File: config.mk
export PLATFORM = sky130hd
export DESIGN_NAME = vision_frame_deframer
export DESIGN_NICKNAME = d
export VERILOG_FILES = /design/src/rtl/vfd_pkg.sv /design/src/rtl/vfd_store.sv /design/src/rtl/vfd_check_unit.sv /design/src/rtl/vfd_ctrl.sv /design/src/rtl/vision_frame_deframer.sv
export SDC_FILE = /design/constraint.sdc
export NUM_CORES = 1
export LEC_CHECK = 0
export BUFFER_PORTS_ARGS = -buffer_cell sky130_fd_sc_hd__buf_2
export CAP_MARGIN = 20
export CORE_MARGIN = 5
export CORE_UTILIZATION = 50
export CTS_BUF_LIST = sky130_fd_sc_hd__clkbuf_2 sky130_fd_sc_hd__clkbuf_4 sky130_fd_sc_hd__clkbuf_8
export DETAILED_ROUTE_END_ITERATION = 6
export PLACE_DENSITY = 0.73
export SYNTH_ARGS = -nofsm -noshare
export SYNTH_HDL_FRONTEND = slang
export SYNTH_SLANG_ARGS = --single-unit
File: constraint.sdc
create_clock -name aclk -period 5.86 [get_ports aclk]
set_clock_uncertainty 0.05 [all_clocks]
set_input_delay 1.172 -clock aclk [delete_from_list [all_inputs] [get_ports aclk]]
set_output_delay 1.172 -clock aclk [all_outputs]
set_load 0.02 [all_outputs]
File: src/rtl/vfd_pkg.sv
// Shared types and constants for the vision frame deframer.
// Used by vfd_store, vfd_check_unit, vfd_ctrl and vision_frame_deframer.
`timescale 1ns / 1ps

package vfd_pkg;

    // Frame geometry
    localparam int FRAME_LEN = 11;
    localparam int IDX_W     = $clog2(FRAME_LEN + 1);

    typedef logic [IDX_W-1:0] idx_t;
    typedef logic [7:0]       byte_t;

    localparam idx_t LEN_IDX  = idx_t'(FRAME_LEN);
    localparam idx_t LAST_IDX = idx_t'(FRAME_LEN - 1);

    // Byte positions inside a frame
    localparam idx_t HDR0_IDX  = idx_t'(0);
    localparam idx_t HDR1_IDX  = idx_t'(1);
    localparam idx_t FOUND_IDX = idx_t'(2);
    localparam idx_t CONF_IDX  = idx_t'(3);
    localparam idx_t XLO_IDX   = idx_t'(4);
    localparam idx_t XHI_IDX   = idx_t'(5);
    localparam idx_t YLO_IDX   = idx_t'(6);
    localparam idx_t YHI_IDX   = idx_t'(7);
    localparam idx_t CSUM_IDX  = idx_t'(8);
    localparam idx_t TAIL0_IDX = idx_t'(9);
    localparam idx_t TAIL1_IDX = idx_t'(10);
    localparam idx_t SUM_LAST  = YHI_IDX;

    // Field limits
    localparam byte_t FOUND_MAX = 8'd1;
    localparam byte_t CONF_MAX  = 8'd100;

    // Configuration registers
    localparam logic CFG_HEADER = 1'b0;
    localparam logic CFG_TAIL   = 1'b1;
    localparam byte_t HEADER_RESET = 8'd170;
    localparam byte_t TAIL_RESET   = 8'd85;

    // Result item, has_target in the lowest bit
    typedef struct packed {
        logic signed [15:0] offset_y;
        logic signed [15:0] offset_x;
        logic [6:0]         confidence;
        logic               has_target;
    } out_item_t;

    // Sequencer to check unit
    typedef struct packed {
        logic step;
        idx_t idx;
    } chk_ctl_t;

    // Check unit to sequencer
    typedef struct packed {
        logic frame_ok;
        logic pair_found;
        idx_t pair_pos;
        logic last_hdr;
    } chk_res_t;

    // Store write port
    typedef struct packed {
        logic  we;
        idx_t  addr;
        byte_t data;
    } st_wr_t;

endpackage

File: src/rtl/vfd_store.sv
// Frame store: 11 byte registers with one write port and one read port.
// Depends on vfd_pkg.
`timescale 1ns / 1ps

module vfd_store (
    input  logic            aclk,
    input  vfd_pkg::st_wr_t wr,
    input  vfd_pkg::idx_t   rd_addr,
    output vfd_pkg::byte_t  rd_data
);

    vfd_pkg::byte_t mem [vfd_pkg::FRAME_LEN];

    // Write one entry per cycle
    always_ff @(posedge aclk) begin
        if (wr.we) begin
            mem[wr.addr] <= wr.data;
        end
    end

    // Read the addressed entry
    assign rd_data = mem[rd_addr];

endmodule

File: src/rtl/vfd_check_unit.sv
// Shared byte check unit: one add and compare per step over the stored frame.
// Accumulates checksum, field checks, header pair search and payload. Depends on vfd_pkg.
`timescale 1ns / 1ps

module vfd_check_unit (
    input  logic                aclk,
    input  vfd_pkg::chk_ctl_t   ctl,
    input  vfd_pkg::byte_t      data,
    input  vfd_pkg::byte_t      header_byte,
    input  vfd_pkg::byte_t      tail_byte,
    output vfd_pkg::chk_res_t   res,
    output vfd_pkg::out_item_t  item
);

    vfd_pkg::byte_t     sum_reg, sum_next;
    logic               ok_reg, ok_next;
    logic               prev_hdr_reg, prev_hdr_next;
    logic               pair_found_reg, pair_found_next;
    vfd_pkg::idx_t      pair_pos_reg, pair_pos_next;
    vfd_pkg::out_item_t item_reg, item_next;

    logic is_hdr;
    logic is_tail;
    logic cond;

    assign is_hdr  = (data == header_byte);
    assign is_tail = (data == tail_byte);

    // Per-position frame check
    always_comb begin
        case (ctl.idx)
            vfd_pkg::HDR0_IDX, vfd_pkg::HDR1_IDX:   cond = is_hdr;
            vfd_pkg::FOUND_IDX:                     cond = (data <= vfd_pkg::FOUND_MAX);
            vfd_pkg::CONF_IDX:                      cond = (data <= vfd_pkg::CONF_MAX);
            vfd_pkg::CSUM_IDX:                      cond = (data == sum_reg);
            vfd_pkg::TAIL0_IDX, vfd_pkg::TAIL1_IDX: cond = is_tail;
            default:                                cond = 1'b1;
        endcase
    end

    // Accumulate over one pass
    always_comb begin
        sum_next        = sum_reg;
        ok_next         = ok_reg;
        prev_hdr_next   = prev_hdr_reg;
        pair_found_next = pair_found_reg;
        pair_pos_next   = pair_pos_reg;
        item_next       = item_reg;
        if (ctl.step) begin
            prev_hdr_next = is_hdr;
            if (ctl.idx == vfd_pkg::HDR0_IDX) begin
                sum_next        = data;
                ok_next         = cond;
                pair_found_next = 1'b0;
            end else begin
                if (ctl.idx <= vfd_pkg::SUM_LAST) begin
                    sum_next = sum_reg + data;
                end
                ok_next = ok_reg & cond;
                // First header pair starting at offset 1 or later
                if (ctl.idx >= vfd_pkg::FOUND_IDX && prev_hdr_reg && is_hdr
                    && !pair_found_reg) begin
                    pair_found_next = 1'b1;
                    pair_pos_next   = ctl.idx - vfd_pkg::idx_t'(1);
                end
            end
            // Capture payload fields as they pass
            case (ctl.idx)
                vfd_pkg::FOUND_IDX: item_next.has_target     = (data == vfd_pkg::FOUND_MAX);
                vfd_pkg::CONF_IDX:  item_next.confidence     = data[6:0];
                vfd_pkg::XLO_IDX:   item_next.offset_x[7:0]  = data;
                vfd_pkg::XHI_IDX:   item_next.offset_x[15:8] = data;
                vfd_pkg::YLO_IDX:   item_next.offset_y[7:0]  = data;
                vfd_pkg::YHI_IDX:   item_next.offset_y[15:8] = data;
                default:            item_next = item_reg;
            endcase
        end
    end

    always_ff @(posedge aclk) begin
        sum_reg        <= sum_next;
        ok_reg         <= ok_next;
        prev_hdr_reg   <= prev_hdr_next;
        pair_found_reg <= pair_found_next;
        pair_pos_reg   <= pair_pos_next;
        item_reg       <= item_next;
    end

    assign res.frame_ok   = ok_reg;
    assign res.pair_found = pair_found_reg;
    assign res.pair_pos   = pair_pos_reg;
    assign res.last_hdr   = prev_hdr_reg;
    assign item           = item_reg;

endmodule

File: src/rtl/vfd_ctrl.sv
// Sequencer: fill count, check pass over the store, and resync copy.
// Drives vfd_store and vfd_check_unit. Depends on vfd_pkg.
`timescale 1ns / 1ps

module vfd_ctrl (
    input  logic               aclk,
    input  logic               aresetn,
    input  logic               s_tvalid,
    output logic               s_tready,
    input  vfd_pkg::byte_t     rx_byte,
    input  vfd_pkg::byte_t     header_byte,
    input  logic               out_free,
    input  vfd_pkg::chk_res_t  res,
    input  vfd_pkg::byte_t     rd_data,
    output vfd_pkg::idx_t      rd_addr,
    output vfd_pkg::st_wr_t    wr,
    output vfd_pkg::chk_ctl_t  ctl,
    output logic               load_out
);

    localparam logic [1:0] ST_IDLE   = 2'd0;
    localparam logic [1:0] ST_PASS   = 2'd1;
    localparam logic [1:0] ST_DECIDE = 2'd2;
    localparam logic [1:0] ST_COPY   = 2'd3;

    logic [1:0]    state_reg, state_next;
    vfd_pkg::idx_t fill_reg, fill_next;
    vfd_pkg::idx_t idx_reg, idx_next;
    vfd_pkg::idx_t shift_reg, shift_next;

    logic accept;
    logic rx_hdr;

    assign s_tready = (state_reg == ST_IDLE);
    assign accept   = s_tvalid && s_tready;
    assign rx_hdr   = (rx_byte == header_byte);

    // Sequencer
    always_comb begin
        state_next = state_reg;
        fill_next  = fill_reg;
        idx_next   = idx_reg;
        shift_next = shift_reg;
        rd_addr    = idx_reg;
        wr.we      = 1'b0;
        wr.addr    = fill_reg;
        wr.data    = rx_byte;
        ctl.step   = 1'b0;
        ctl.idx    = idx_reg;
        load_out   = 1'b0;
        case (state_reg)
            ST_IDLE: begin
                if (accept) begin
                    if (fill_reg == vfd_pkg::HDR0_IDX) begin
                        // Hunt for the first header byte
                        if (rx_hdr) begin
                            wr.we     = 1'b1;
                            fill_next = vfd_pkg::idx_t'(1);
                        end
                    end else if (fill_reg == vfd_pkg::HDR1_IDX) begin
                        // Second header byte or drop the run
                        if (rx_hdr) begin
                            wr.we     = 1'b1;
                            fill_next = vfd_pkg::idx_t'(2);
                        end else begin
                            fill_next = '0;
                        end
                    end else if (fill_reg < vfd_pkg::LEN_IDX) begin
                        wr.we     = 1'b1;
                        fill_next = fill_reg + vfd_pkg::idx_t'(1);
                        if (fill_reg == vfd_pkg::LAST_IDX) begin
                            state_next = ST_PASS;
                            idx_next   = '0;
                        end
                    end else begin
                        fill_next = '0;
                    end
                end
            end
            ST_PASS: begin
                // Feed one stored byte per cycle into the check unit
                ctl.step = 1'b1;
                idx_next = idx_reg + vfd_pkg::idx_t'(1);
                if (idx_reg == vfd_pkg::LAST_IDX) begin
                    state_next = ST_DECIDE;
                end
            end
            ST_DECIDE: begin
                if (res.frame_ok) begin
                    // Hold until the output register is free
                    if (out_free) begin
                        load_out   = 1'b1;
                        fill_next  = '0;
                        state_next = ST_IDLE;
                    end
                end else if (res.pair_found) begin
                    shift_next = res.pair_pos;
                    idx_next   = '0;
                    fill_next  = vfd_pkg::LEN_IDX - res.pair_pos;
                    state_next = ST_COPY;
                end else if (res.last_hdr) begin
                    // Keep a trailing header byte
                    wr.we      = 1'b1;
                    wr.addr    = vfd_pkg::HDR0_IDX;
                    wr.data    = header_byte;
                    fill_next  = vfd_pkg::idx_t'(1);
                    state_next = ST_IDLE;
                end else begin
                    fill_next  = '0;
                    state_next = ST_IDLE;
                end
            end
            ST_COPY: begin
                // Move the tail down to the new header pair, one byte a cycle
                rd_addr  = shift_reg + idx_reg;
                wr.we    = 1'b1;
                wr.addr  = idx_reg;
                wr.data  = rd_data;
                idx_next = idx_reg + vfd_pkg::idx_t'(1);
                if (idx_next == fill_reg) begin
                    state_next = ST_IDLE;
                end
            end
            default: begin
                state_next = ST_IDLE;
                fill_next  = '0;
            end
        endcase
    end

    always_ff @(posedge aclk) begin
        if (!aresetn) begin
            state_reg <= ST_IDLE;
            fill_reg  <= '0;
            idx_reg   <= '0;
            shift_reg <= '0;
        end else begin
            state_reg <= state_next;
            fill_reg  <= fill_next;
            idx_reg   <= idx_next;
            shift_reg <= shift_next;
        end
    end

    // Fill count never reaches a full frame while waiting for bytes
    assert property (@(posedge aclk) disable iff (!aresetn)
        state_reg == ST_IDLE |-> fill_reg < vfd_pkg::LEN_IDX)
        else $error("fill count out of range while idle");

    // A result is only loaded into a free output register
    assert property (@(posedge aclk) disable iff (!aresetn)
        load_out |-> out_free)
        else $error("result loaded over a pending item");

    // Copy source stays inside the store
    assert property (@(posedge aclk) disable iff (!aresetn)
        state_reg == ST_COPY |-> (shift_reg + idx_reg) < vfd_pkg::LEN_IDX)
        else $error("copy source beyond frame store");

    // A check pass starts only from a frame that just filled up
    assert property (@(posedge aclk) disable iff (!aresetn)
        state_reg == ST_PASS && idx_reg == '0 |-> fill_reg == vfd_pkg::LEN_IDX)
        else $error("check pass started on a partial frame");

endmodule

File: src/rtl/vision_frame_deframer.sv
// Vision frame deframer: one received byte per item, one result per valid frame.
// The byte that completes a frame starts a check pass over the stored frame and a decide step;
// its result is loaded from the decide step, later while the output register is full.
// Throughput: one item per cycle while filling; s_tready stays low during the check pass,
// the decide step and, for a bad frame with a header pair inside, the resync copy.
// Synchronous reset clears fill count, sequencer and output valid; loads 0xAA / 0x55 registers.
`timescale 1ns / 1ps

module vision_frame_deframer (
    input  logic        aclk,
    input  logic        aresetn,
    // Configuration
    input  logic        cfg_we,
    input  logic        cfg_addr,
    input  logic [7:0]  cfg_wdata,
    // Input stream
    input  logic        s_tvalid,
    output logic        s_tready,
    input  logic [7:0]  s_tdata,   // [7:0] rx_byte
    // Result stream
    output logic        m_tvalid,
    input  logic        m_tready,
    output logic [39:0] m_tdata    // [0] has_target, [7:1] confidence,
                                   // [23:8] offset_x, [39:24] offset_y
);

    vfd_pkg::byte_t     header_reg, header_next;
    vfd_pkg::byte_t     tail_reg, tail_next;
    logic               m_tvalid_reg, m_tvalid_next;
    vfd_pkg::out_item_t m_item_reg, m_item_next;

    vfd_pkg::chk_res_t  res;
    vfd_pkg::chk_ctl_t  ctl;
    vfd_pkg::st_wr_t    wr;
    vfd_pkg::idx_t      rd_addr;
    vfd_pkg::byte_t     rd_data;
    vfd_pkg::out_item_t item;
    logic               load_out;
    logic               out_free;

    // Configuration writes
    always_comb begin
        header_next = header_reg;
        tail_next   = tail_reg;
        if (cfg_we) begin
            case (cfg_addr)
                vfd_pkg::CFG_HEADER: header_next = cfg_wdata;
                vfd_pkg::CFG_TAIL:   tail_next   = cfg_wdata;
                default:             header_next = header_reg;
            endcase
        end
    end

    always_ff @(posedge aclk) begin
        if (!aresetn) begin
            header_reg <= vfd_pkg::HEADER_RESET;
            tail_reg   <= vfd_pkg::TAIL_RESET;
        end else begin
            header_reg <= header_next;
            tail_reg   <= tail_next;
        end
    end

    vfd_ctrl u_ctrl (
        .aclk        (aclk),
        .aresetn     (aresetn),
        .s_tvalid    (s_tvalid),
        .s_tready    (s_tready),
        .rx_byte     (s_tdata),
        .header_byte (header_reg),
        .out_free    (out_free),
        .res         (res),
        .rd_data     (rd_data),
        .rd_addr     (rd_addr),
        .wr          (wr),
        .ctl         (ctl),
        .load_out    (load_out)
    );

    vfd_store u_store (
        .aclk    (aclk),
        .wr      (wr),
        .rd_addr (rd_addr),
        .rd_data (rd_data)
    );

    vfd_check_unit u_check (
        .aclk        (aclk),
        .ctl         (ctl),
        .data        (rd_data),
        .header_byte (header_reg),
        .tail_byte   (tail_reg),
        .res         (res),
        .item        (item)
    );

    // Output register: hold the item until taken
    assign out_free = !m_tvalid_reg || m_tready;

    always_comb begin
        m_tvalid_next = m_tvalid_reg && !m_tready;
        m_item_next   = m_item_reg;
        if (load_out) begin
            m_tvalid_next = 1'b1;
            m_item_next   = item;
        end
    end

    always_ff @(posedge aclk) begin
        if (!aresetn) begin
            m_tvalid_reg <= 1'b0;
        end else begin
            m_tvalid_reg <= m_tvalid_next;
        end
    end

    always_ff @(posedge aclk) begin
        m_item_reg <= m_item_next;
    end

    assign m_tvalid = m_tvalid_reg;
    assign m_tdata  = m_item_reg;

endmodule
==> flow_summary.json, run 1 <==
{
  "yosysTopAreaCellShare": 0.5463,
  "synth_top_flop_cell": "edfxtp_1",
  "start_util": 0.5118,
  "cts_setup_buffers": 0,
  "hold-path-endpoint": "m_tdata[1]$_DFFE_PP_",
  "post_drt_wl_per_cell_um": 19.44,
  "fmax_mhz": 204.0,
  "wirelength_um": 22900,
  "end_kind": "flop",
  "slew_violations": 0,
  "cts-root-buf": "clkbuf_8",
  "drcViolationCount": 0,
  "relSlewSlack": 0.2254,
  "num_vias": 6812,
  "power_switching_share": 0.2621,
  "place_area_um2": 10530,
  "cts-htree-levels": 2,
  "slowest_delay_ns": 0.65,
  "clkSinkCount": 214,
  "rsz0062_at_grt": "no",
  "tns_ns": 0,
  "ant_nets": 0,
  "numCtsBuffers": 35,
  "synth-edff-count": 183,
  "dp_hpwl_um": 16190,
  "yosys_warnings": 0,
  "comb_power_share": 0.151,
  "antenna_found_initial": 0,
  "core_um2": 19650,
  "crit_slowest_cell": "and2_1",
  "ys_async_sr_fraction": 0,
  "grt_pass1_wl_um": 35940,
  "final_layout_size_suffix_gt1_frac": 0.1731,
  "irDropWorstVdd_mv": 0.1970,
  "cts_tree": "yes",
  "power.internal_mw": 2.672,
  "holdCritPathClass": "flop to flop",
  "grt_max_degree": 41,
  "run_status": "finished clean",
  "viasPerCell": 5.783,
  "r2r_start": "u_ctrl.idx_reg[0]$_SDFFE_PN0P_",
  "crit_arrival_ns": 5.12,
  "crit_top_cell": "a21oi_1",
  "pwr-share-clk": 0.357,
  "cts_hold_buf": 0,
  "power.switching_uw": 949.0,
  "routabilityCongestion": 0.8758,
  "fin_nets": 929,
  "ys_seq_elements": 214,
  "drt-initial-drc-count": 593,
  "grtUsageTotal": 0.1939,
  "worstPathRequired_ns": 6.08,
  "cts.reportedPaths.clkPinSlew_ns": 0.06,
  "syn_to_final_growth_pct": 11.71,
  "power_frac_seq": 0.491,
  "die_height_um": 151.8,
  "final_area_um2": 11240,
  "cts_resized": 0,
  "netlist_area_um2": 10060,
  "period_share": 0.8364,
  "cap_violations": 0,
  "clk_latency_ns": 0.52,
  "yosys.area.top_type": "edfxtp_1",
  "synth_top_cells_by_area": "edfxtp_1 55%, dfxtp_1 6.2%, nand2_1 3.8%",
  "tightest_slew_ns": 1.162,
  "overflow": 0,
  "r2r-end": "u_check.sum_reg[7]$_DFFE_PP_",
  "crit_fanout": 17,
  "antenna_cells": 0,
  "synth_nets": 862,
  "syn_avg_cell_area_um2": 12.27,
  "row_count": 51,
  "drtPass1Iterations": 5,
  "r2r_cells": 17,
  "fin_crit_ns": 4.901,
  "first_global_vias": 6539,
  "p_total_mw": 3.621,
  "hold_viol": 0,
  "powerDensity_nw_per_um2": 322.3,
  "critPathLaunchType": "flop",
  "post_synth_num_cell_types": 80,
  "crit_type": "flop to flop",
  "setup_viol": 0,
  "hp-start": "u_check.item[1]$_DFFE_PP_",
  "io_pins": 64,
  "clock_path_buffers": 3,
  "reg2reg_slack_ns": 0.96,
  "hold_depth": 0,
  "path_cells": "ha_1 -> fa_1 -> nand3_4 -> and2_1 -> a311oi_1 -> o31ai_4 -> inv_2 -> ha_1 -> a21o_1 -> a21oi_1 -> o21bai_1 -> a21oi_1 -> o21bai_1 -> a21oi_1 -> xnor2_1 -> nand2_1 -> xnor2_1",
  "die_w_um": 151.8,
  "leakage_nw": 3.951,
  "die-area_um2": 23050,
  "hold_slack_ns": 0.3670,
  "netlist_instances": 820,
  "port_buffers": 63,
  "fill_cells": 1641,
  "ys_seq_area_frac": 0.6080,
  "largest_reg_flops": 88
}
==> kinds of logic (layout without fill, tap and decap cells) <==
| family | Yosys count | count (layout) | share of synthesized area |
|---|---|---|---|
| buffers and inverters | 61 | 154 | 0.03147 |
| muxes | 21 | 21 | 0.02164 |
| xor gates and xnor gates | 40 | 40 | 0.03483 |
| and+or+nand+nor | 286 | 286 | 0.1424 |
| DFF | 214 | 214 | 0.6080 |
| AOI/OAI and AO/OA | 178 | 178 | 0.1352 |
| adders and majority gates | 20 | 20 | 0.02637 |
==> critical path: cells and delay by family (launching register included) <==
kind	cells	cell delay, ns
adders and majority gates	3	1.08
and+or+nand+nor	3	0.87
AOI/OAI and AO/OA	8	1.57
buffers and inverters	1	0.18
DFF	1	0.59
xor gates and xnor gates	2	0.29
==> per-stage QoR <==
stage | instances | utilization | setup WS (ns)
6_report | 1178 | 0.5717 | 0.9587
5_1_grt | 1178 | 0.5717 | 0.6370
4_1_cts | 1178 | 0.5717 | 0.9995
3_5_place_dp | 1115 | 0.5357 | 1.018
3_3_place_gp | 1115 | 0.5357 | 1.086
2_1_floorplan | 820 | - | 1.815
==> routing by layer <==
metal  track usage  part of all wire  routed length, um  vias to the layer above
li1              -                 -                  -                     3206
met1        0.2734              0.43               9952                     3252
met2        0.3042              0.46              10570                      311
met3       0.03919             0.082               1868                       43
met4       0.06293             0.022                501                        0
met5             0                 0                  0                        -
==> worst max path at each step <==
stage | slack, ns | end | start
after global routing | 0.64 | u_check.sum_reg[7]$_DFFE_PP_ | u_ctrl.idx_reg[0]$_SDFFE_PN0P_
after global placement | 1.09 | u_check.sum_reg[7]$_DFFE_PP_ | u_ctrl.idx_reg[0]$_SDFFE_PN0P_
after floorplan | 1.82 | u_check.sum_reg[6]$_DFFE_PP_ | u_ctrl.idx_reg[0]$_SDFFE_PN0P_
final | 0.96 | u_check.sum_reg[7]$_DFFE_PP_ | u_ctrl.idx_reg[0]$_SDFFE_PN0P_
after CTS | 1.0 | u_check.sum_reg[7]$_DFFE_PP_ | u_ctrl.idx_reg[0]$_SDFFE_PN0P_
after detailed placement | 1.02 | u_check.sum_reg[7]$_DFFE_PP_ | u_ctrl.idx_reg[0]$_SDFFE_PN0P_
==> power groups by stage <==
stage	Sequential [mW]	Clock (mW)	Combinational, mW
after global routing	1.78	1.40	0.601
after CTS	1.78	1.32	0.542
final	1.78	1.29	0.548
after floorplan	1.78	0	0.398
after global placement	1.81	0	0.526
after detailed placement	1.81	0	0.537
==> synth_stat cells, drive strengths merged, types with 18 or more instances <==
library cell,count
edfxtp,183
nand2,105
nor2,64
nand3,38
a21oi,37
dfxtp,31
o21ai,26
xnor2,25
clkbuf,21
inv,21
buf,19
ha,18
mux2i,18
==> cell usage in the layout, fill, tap and decap left out, types with 8 or more instances in the layout <==
master    instances
o22a_1            8
and3_1           15
o21ai_0          24
inv_1            20
dfxtp_1          31
clkbuf_8         36
nor2_1           59
edfxtp_1        183
nand2_1         103
a21oi_1          35
nand2b_1         11
nor2b_1          14
xnor2_1          25
clkbuf_4         11
o22ai_1           9
nand3_1          35
a21boi_0         14
buf_2            63
a32o_1            8
nor3_1            8
mux2i_1          17
xor2_1           15
ha_1             18
==> area by class of cell <==
type	count	area, um2	share of cell area
timing repair buffer	70	367.9	0.03274
clock inverter	16	130.1	0.01158
inverter	21	78.83	0.007016
tap	265	331.6	0.02951
multi-input combinational	545	3633	0.3234
clock buffer	47	578.1	0.05145
sequential	214	6116	0.5443
No activity file was read; power rests on OpenSTA's default activity.
==> inputs of run 2 (changes only) <==
==> constraint.sdc (replaced) <==
create_clock -name aclk -period 4.55 [get_ports aclk]
set_clock_uncertainty 0.05 [all_clocks]
set_input_delay 0.91 -clock aclk [delete_from_list [all_inputs] [get_ports aclk]]
set_output_delay 0.91 -clock aclk [all_outputs]
set_load 0.02 [all_outputs]
==> run 2 against run 1 <==
Effect of this change:
- first-iteration DRC count grew 37%
- largest cell class unchanged
- die area is the same
- final cell count grew 2.1%
- flip-flop and latch count is the same
- fmax grew 16%
- routed wire length grew 6.1%
- sequential share of layout area shrank 0.81 points
- worst setup slack lost 0.63 ns
- power grew 27%
- hold slack is essentially flat
- utilization grew 0.86 points
- global-route usage grew 1.3 points
==> flow_summary.json, run 2 (synthesis gave the netlist of run 1 again) <==
{
  "run_status": "finished clean",
  "hold-path-endpoint": "m_tdata[29]$_DFFE_PP_",
  "largest_reg_flops": 88,
  "slowest_delay_ns": 0.44,
  "port_buffers": 63,
  "crit_slowest_cell": "fa_1",
  "r2r_cells": 18,
  "path_buf_inv": 3,
  "rsz0062_at_grt": "no",
  "crit_arrival_ns": 4.43,
  "p_total_mw": 4.584,
  "tns_ns": 0,
  "clk_latency_ns": 0.52,
  "post_drt_wl_per_cell_um": 20.19,
  "fin_crit_ns": 4.220,
  "cts_tree": "yes",
  "io_pins": 64,
  "clkSinkCount": 214,
  "dp_slack_ns": 0.3074,
  "powerDensity_nw_per_um2": 402.0,
  "end_kind": "flop",
  "grt_max_degree": 41,
  "relSlewSlack": 0.4001,
  "reg2reg_slack_ns": 0.33,
  "critPathLaunchType": "flop",
  "cts-htree-levels": 2,
  "die-area_um2": 23050,
  "start_util": 0.5118,
  "wirelength_um": 24290,
  "num_vias": 7036,
  "core_um2": 19650,
  "clock_path_buffers": 3,
  "overflow": 0,
  "startpoint": "u_ctrl.idx_reg[0]$_SDFFE_PN0P_",
  "row_count": 51,
  "final_layout_size_suffix_gt1_frac": 0.1972,
  "die_w_um": 151.8,
  "die_height_um": 151.8,
  "place_area_um2": 10730,
  "path_cells": "ha_1 -> fa_1 -> xnor2_2 -> a21oi_4 -> buf_4 -> nor2_1 -> a32o_1 -> o31ai_4 -> ha_1 -> inv_1 -> fa_1 -> inv_1 -> a21oi_1 -> o21bai_1 -> a21o_1 -> a21oi_1 -> xnor2_1 -> mux2_2",
  "irDropWorstVdd_mv": 0.3064,
  "layout_common_cells": "183 x edfxtp_1, 103 x nand2_1, 63 x buf_2",
  "r2r_start": "u_ctrl.idx_reg[0]$_SDFFE_PN0P_",
  "fin_ws_ns": 0.3298,
  "period_share": 0.9275,
  "antenna_cells": 0,
  "dp_hpwl_um": 17580,
  "viasPerCell": 5.849,
  "numCtsBuffers": 35,
  "grt_pass1_wl_um": 38320,
  "crit_fanout": 10,
  "setup_viol": 0,
  "final_common_cell": "edfxtp_1",
  "leakage_nw": 4.073,
  "routabilityCongestion": 0.9333,
  "syn_to_final_growth_pct": 13.38,
  "r2r-end": "u_check.sum_reg[6]$_DFFE_PP_",
  "tightest_slew_ns": 0.8965,
  "cp_top_family": "adder cells",
  "cts.reportedPaths.clkPinSlew_ns": 0.05,
  "hold_depth": 0,
  "fmax_mhz": 237.0,
  "drtPass1Iterations": 6,
  "hp-start": "u_check.item[29]$_DFFE_PP_",
  "cts_setup_buffers": 0,
  "drt-initial-drc-count": 815,
  "cts_hold_buf": 0,
  "drcViolationCount": 0,
  "crit_type": "flop to flop",
  "cts_resized": 0,
  "hold_viol": 0,
  "ant_nets": 0,
  "cts-root-buf": "clkbuf_8",
  "cap_violations": 0,
  "slew_violations": 0,
  "first_global_vias": 6852,
  "grtUsageTotal": 0.2066,
  "antenna_found_initial": 0,
  "final_area_um2": 11400,
  "holdCritPathClass": "flop to flop",
  "worstPathRequired_ns": 4.76,
  "fin_nets": 957
}
run 2: power breakdown:
group          switching, mW  internal, mW
combinational          0.447         0.283
clock                  0.721         0.841
sequential            0.0624          2.23
run 2: worst max-delay path by stage:
stage / end / slack [ns] / cells past startpoint
after CTS: u_check.sum_reg[7]$_DFFE_PP_ / 0.32 / 18
final: u_check.sum_reg[6]$_DFFE_PP_ / 0.33 / 18
after global placement: u_check.sum_reg[7]$_DFFE_PP_ / 0.40 / 18
after global routing: u_check.sum_reg[7]$_DFFE_PP_ / 0.06 / 18
after detailed placement: u_check.sum_reg[7]$_DFFE_PP_ / 0.31 / 18
after floorplan: u_check.sum_reg[6]$_DFFE_PP_ / 0.51 / 17
run 2: per-stage QoR:
stage                     cells  hold slack, ns    util
after floorplan             820          0.3503       -
after global placement     1142          0.3525  0.5460
after detailed placement   1142          0.3545  0.5460
after CTS                  1202          0.3678  0.5789
after global routing       1203          0.3714  0.5803
final                      1203          0.3668  0.5803
run 2: layout make-up:
| type | instances | area [um2] |
|---|---|---|
| Fill cell | 1635 | 8249 |
| Sequential cell | 214 | 6116 |
| Multi-Input combinational cell | 545 | 3641 |
| Clock buffer | 49 | 593.1 |
| Timing Repair Buffer | 98 | 590.6 |
| Tap cell | 265 | 331.6 |
| Inverter | 21 | 78.83 |
| Clock inverter | 11 | 53.80 |
run 2: layer usage:
| metal | vias to the layer above | GRT usage | routed length, um |
|---|---|---|---|
| li1 | 3251 | - | - |
| met1 | 3355 | 0.2955 | 10320 |
| met2 | 375 | 0.3114 | 10900 |
| met3 | 55 | 0.04431 | 2215 |
| met4 | 0 | 0.07920 | 851 |
| met5 | - | 0 | 0 |
==> inputs of run 3 (changes only) <==
--- a/config.mk
+++ b/config.mk
@@ -12,6 +12,7 @@
 export CTS_BUF_LIST = sky130_fd_sc_hd__clkbuf_2 sky130_fd_sc_hd__clkbuf_4 sky130_fd_sc_hd__clkbuf_8
 export DETAILED_ROUTE_END_ITERATION = 6
 export PLACE_DENSITY = 0.73
+export REMOVE_ABC_BUFFERS = 1
 export SYNTH_ARGS = -nofsm -noshare
 export SYNTH_HDL_FRONTEND = slang
 export SYNTH_SLANG_ARGS = --single-unit
==> run 3 against run 2 <==
Effect of this change:
- design area is 0.14% higher
- via count is 2.1% lower
- clock-buffer cell count is 6 lower
- die area stayed put
- sequential share of layout area is 0.077 points lower
- critical path depth is 1 lower
- utilization is 0.083 points higher
- clock power hardly changed
- routed wire length is 4.6% lower
- first-iteration DRC count is 19% lower
- final cell count hardly changed
- hold slack worse by 0.00051 ns
==> flow_summary.json, run 3 (synthesis gave the netlist of run 1 again) <==
{
  "run_status": "finished clean",
  "crit_arrival_ns": 4.48,
  "reg2reg_slack_ns": 0.27,
  "cts_hold_buf": 0,
  "drt-initial-drc-count": 664,
  "cts-htree-levels": 2,
  "fin_nets": 959,
  "overflow": 0,
  "post_drt_wl_per_cell_um": 19.24,
  "powerDensity_nw_per_um2": 403.7,
  "cts.reportedPaths.clkPinSlew_ns": 0.06,
  "cts_tree": "yes",
  "end_kind": "flop",
  "irDropWorstVdd_mv": 0.2366,
  "wirelength_um": 23170,
  "crit_fanout": 8,
  "antenna_found_initial": 0,
  "p_total_mw": 4.611,
  "port_buffers": 63,
  "clkSinkCount": 214,
  "r2r_cells": 17,
  "place_area_um2": 10750,
  "hold_viol": 0,
  "layout_common_cells": "183 x edfxtp_1, 103 x nand2_1, 63 x buf_2",
  "cap_violations": 0,
  "row_count": 51,
  "num_vias": 6885,
  "routabilityCongestion": 0.8871,
  "start_util": 0.5118,
  "grt_pass1_wl_um": 36920,
  "cts_setup_buffers": 0,
  "cp-endpoint": "u_check.sum_reg[7]$_DFFE_PP_",
  "grtUsageTotal": 0.1979,
  "holdCritPathClass": "flop to flop",
  "worstPathRequired_ns": 4.75,
  "multi_input_area_um2": 3641,
  "tns_ns": 0,
  "r2r_start": "u_ctrl.idx_reg[0]$_SDFFE_PN0P_",
  "fmax_mhz": 233.6,
  "antenna_cells": 0,
  "startpoint": "u_ctrl.idx_reg[0]$_SDFFE_PN0P_",
  "period_share": 0.9410,
  "syn_to_final_growth_pct": 13.55,
  "io_pins": 64,
  "clk_latency_ns": 0.52,
  "final_common_cell": "edfxtp_1",
  "fill_cells": 1620,
  "slew_violations": 0,
  "drtPass1Iterations": 5,
  "ant_nets": 0,
  "final_area_um2": 11420,
  "setup_viol": 0,
  "viasPerCell": 5.718,
  "tightest_slew_ns": 0.9716,
  "numCtsBuffers": 35,
  "cts-root-buf": "clkbuf_8",
  "relSlewSlack": 0.3508,
  "final_layout_size_suffix_gt1_frac": 0.1991,
  "rsz0062_at_grt": "no",
  "die_height_um": 151.8,
  "die-area_um2": 23050,
  "r2r-end": "u_check.sum_reg[7]$_DFFE_PP_",
  "leakage_nw": 4.075,
  "first_global_vias": 6775,
  "core_um2": 19650,
  "critPathLaunchType": "flop",
  "clock_path_buffers": 3,
  "dp_hpwl_um": 16620,
  "crit_type": "flop to flop",
  "grt_max_degree": 41,
  "fin_crit_ns": 4.281,
  "drcViolationCount": 0,
  "largest_reg_flops": 88,
  "regArea_um2": 6116,
  "die_w_um": 151.8
}
## run 3: changes by cell type in the layout (fill, tap and decap cells not counted), moves of 2 or more
cell,delta
clkbuf_4,-6
buf_4,+3
clkinv_2,+2
clkinvlp_4,+3
## run 3: critical path, cell delays in order (launching register included)
cell and delay, ns:
dfxtp_1 0.32, ha_1 0.25, fa_1 0.44, xnor2_2 0.19
a21oi_4 0.31, buf_4 0.21, a211oi_1 0.06, a311oi_1 0.45
or2_1 0.21, o21ai_1 0.09, inv_1 0.26, ha_1 0.33
a21oi_1 0.22, o21bai_1 0.09, a21oi_1 0.18, xnor2_1 0.14
nand2_1 0.08, xnor2_1 0.15
## run 3: where the power goes
group / internal, mW / total [mW] / switching [mW]
logic: 0.286 / 0.735 / 0.449
registers: 2.23 / 2.29 / 0.0601
clock network: 0.855 / 1.59 / 0.730
## run 3: metrics by stage
stage / hold slack [ns] / cells / setup slack [ns] / util
2_1_floorplan: 0.3503 / 780 / 0.1423 / -
3_3_place_gp: 0.3526 / 1145 / 0.3540 / 0.5471
3_5_place_dp: 0.3545 / 1145 / 0.2453 / 0.5471
4_1_cts: 0.3663 / 1204 / 0.2323 / 0.5807
5_1_grt: 0.3733 / 1204 / 0.04820 / 0.5811
6_report: 0.3663 / 1204 / 0.2685 / 0.5811
## run 3: worst min path at each step
stage | startpoint | to | slack (ns) | cells after the start
after floorplan | u_check.item[0]$_DFFE_PP_ | m_tdata[0]$_DFFE_PP_ | 0.35 | 0
after global placement | u_check.item[13]$_DFFE_PP_ | m_tdata[13]$_DFFE_PP_ | 0.35 | 0
after detailed placement | u_check.item[24]$_DFFE_PP_ | m_tdata[24]$_DFFE_PP_ | 0.35 | 0
after CTS | u_check.item[24]$_DFFE_PP_ | m_tdata[24]$_DFFE_PP_ | 0.37 | 0
after global routing | u_check.item[24]$_DFFE_PP_ | m_tdata[24]$_DFFE_PP_ | 0.37 | 0
final | u_check.item[29]$_DFFE_PP_ | m_tdata[29]$_DFFE_PP_ | 0.37 | 0
## run 3: repair_timing
item                                    4_1_cts  5_1_grt
endpoints found under the setup margin        0        1
gates resized for setup                       0        1
endpoints found under the hold margin         0        0
## run 3: final cells by class
| class | count | area share |
|---|---|---|
| clock buffer | 43 | 0.04798 |
| clock inverter | 16 | 0.009860 |
| inverter | 21 | 0.006902 |
| multi-input combinational | 545 | 0.3188 |
| sequential | 214 | 0.5355 |
| tap | 265 | 0.02903 |
| timing repair buffer | 100 | 0.05193 |
## run 3: metal layers
| metal | GRT usage | share of wire | vias up |
|---|---|---|---|
| li1 | - | - | 3255 |
| met1 | 0.2665 | 0.43 | 3284 |
| met2 | 0.3182 | 0.47 | 291 |
| met3 | 0.03948 | 0.067 | 55 |
| met4 | 0.07748 | 0.034 | 0 |
| met5 | 0 | 0 | - |
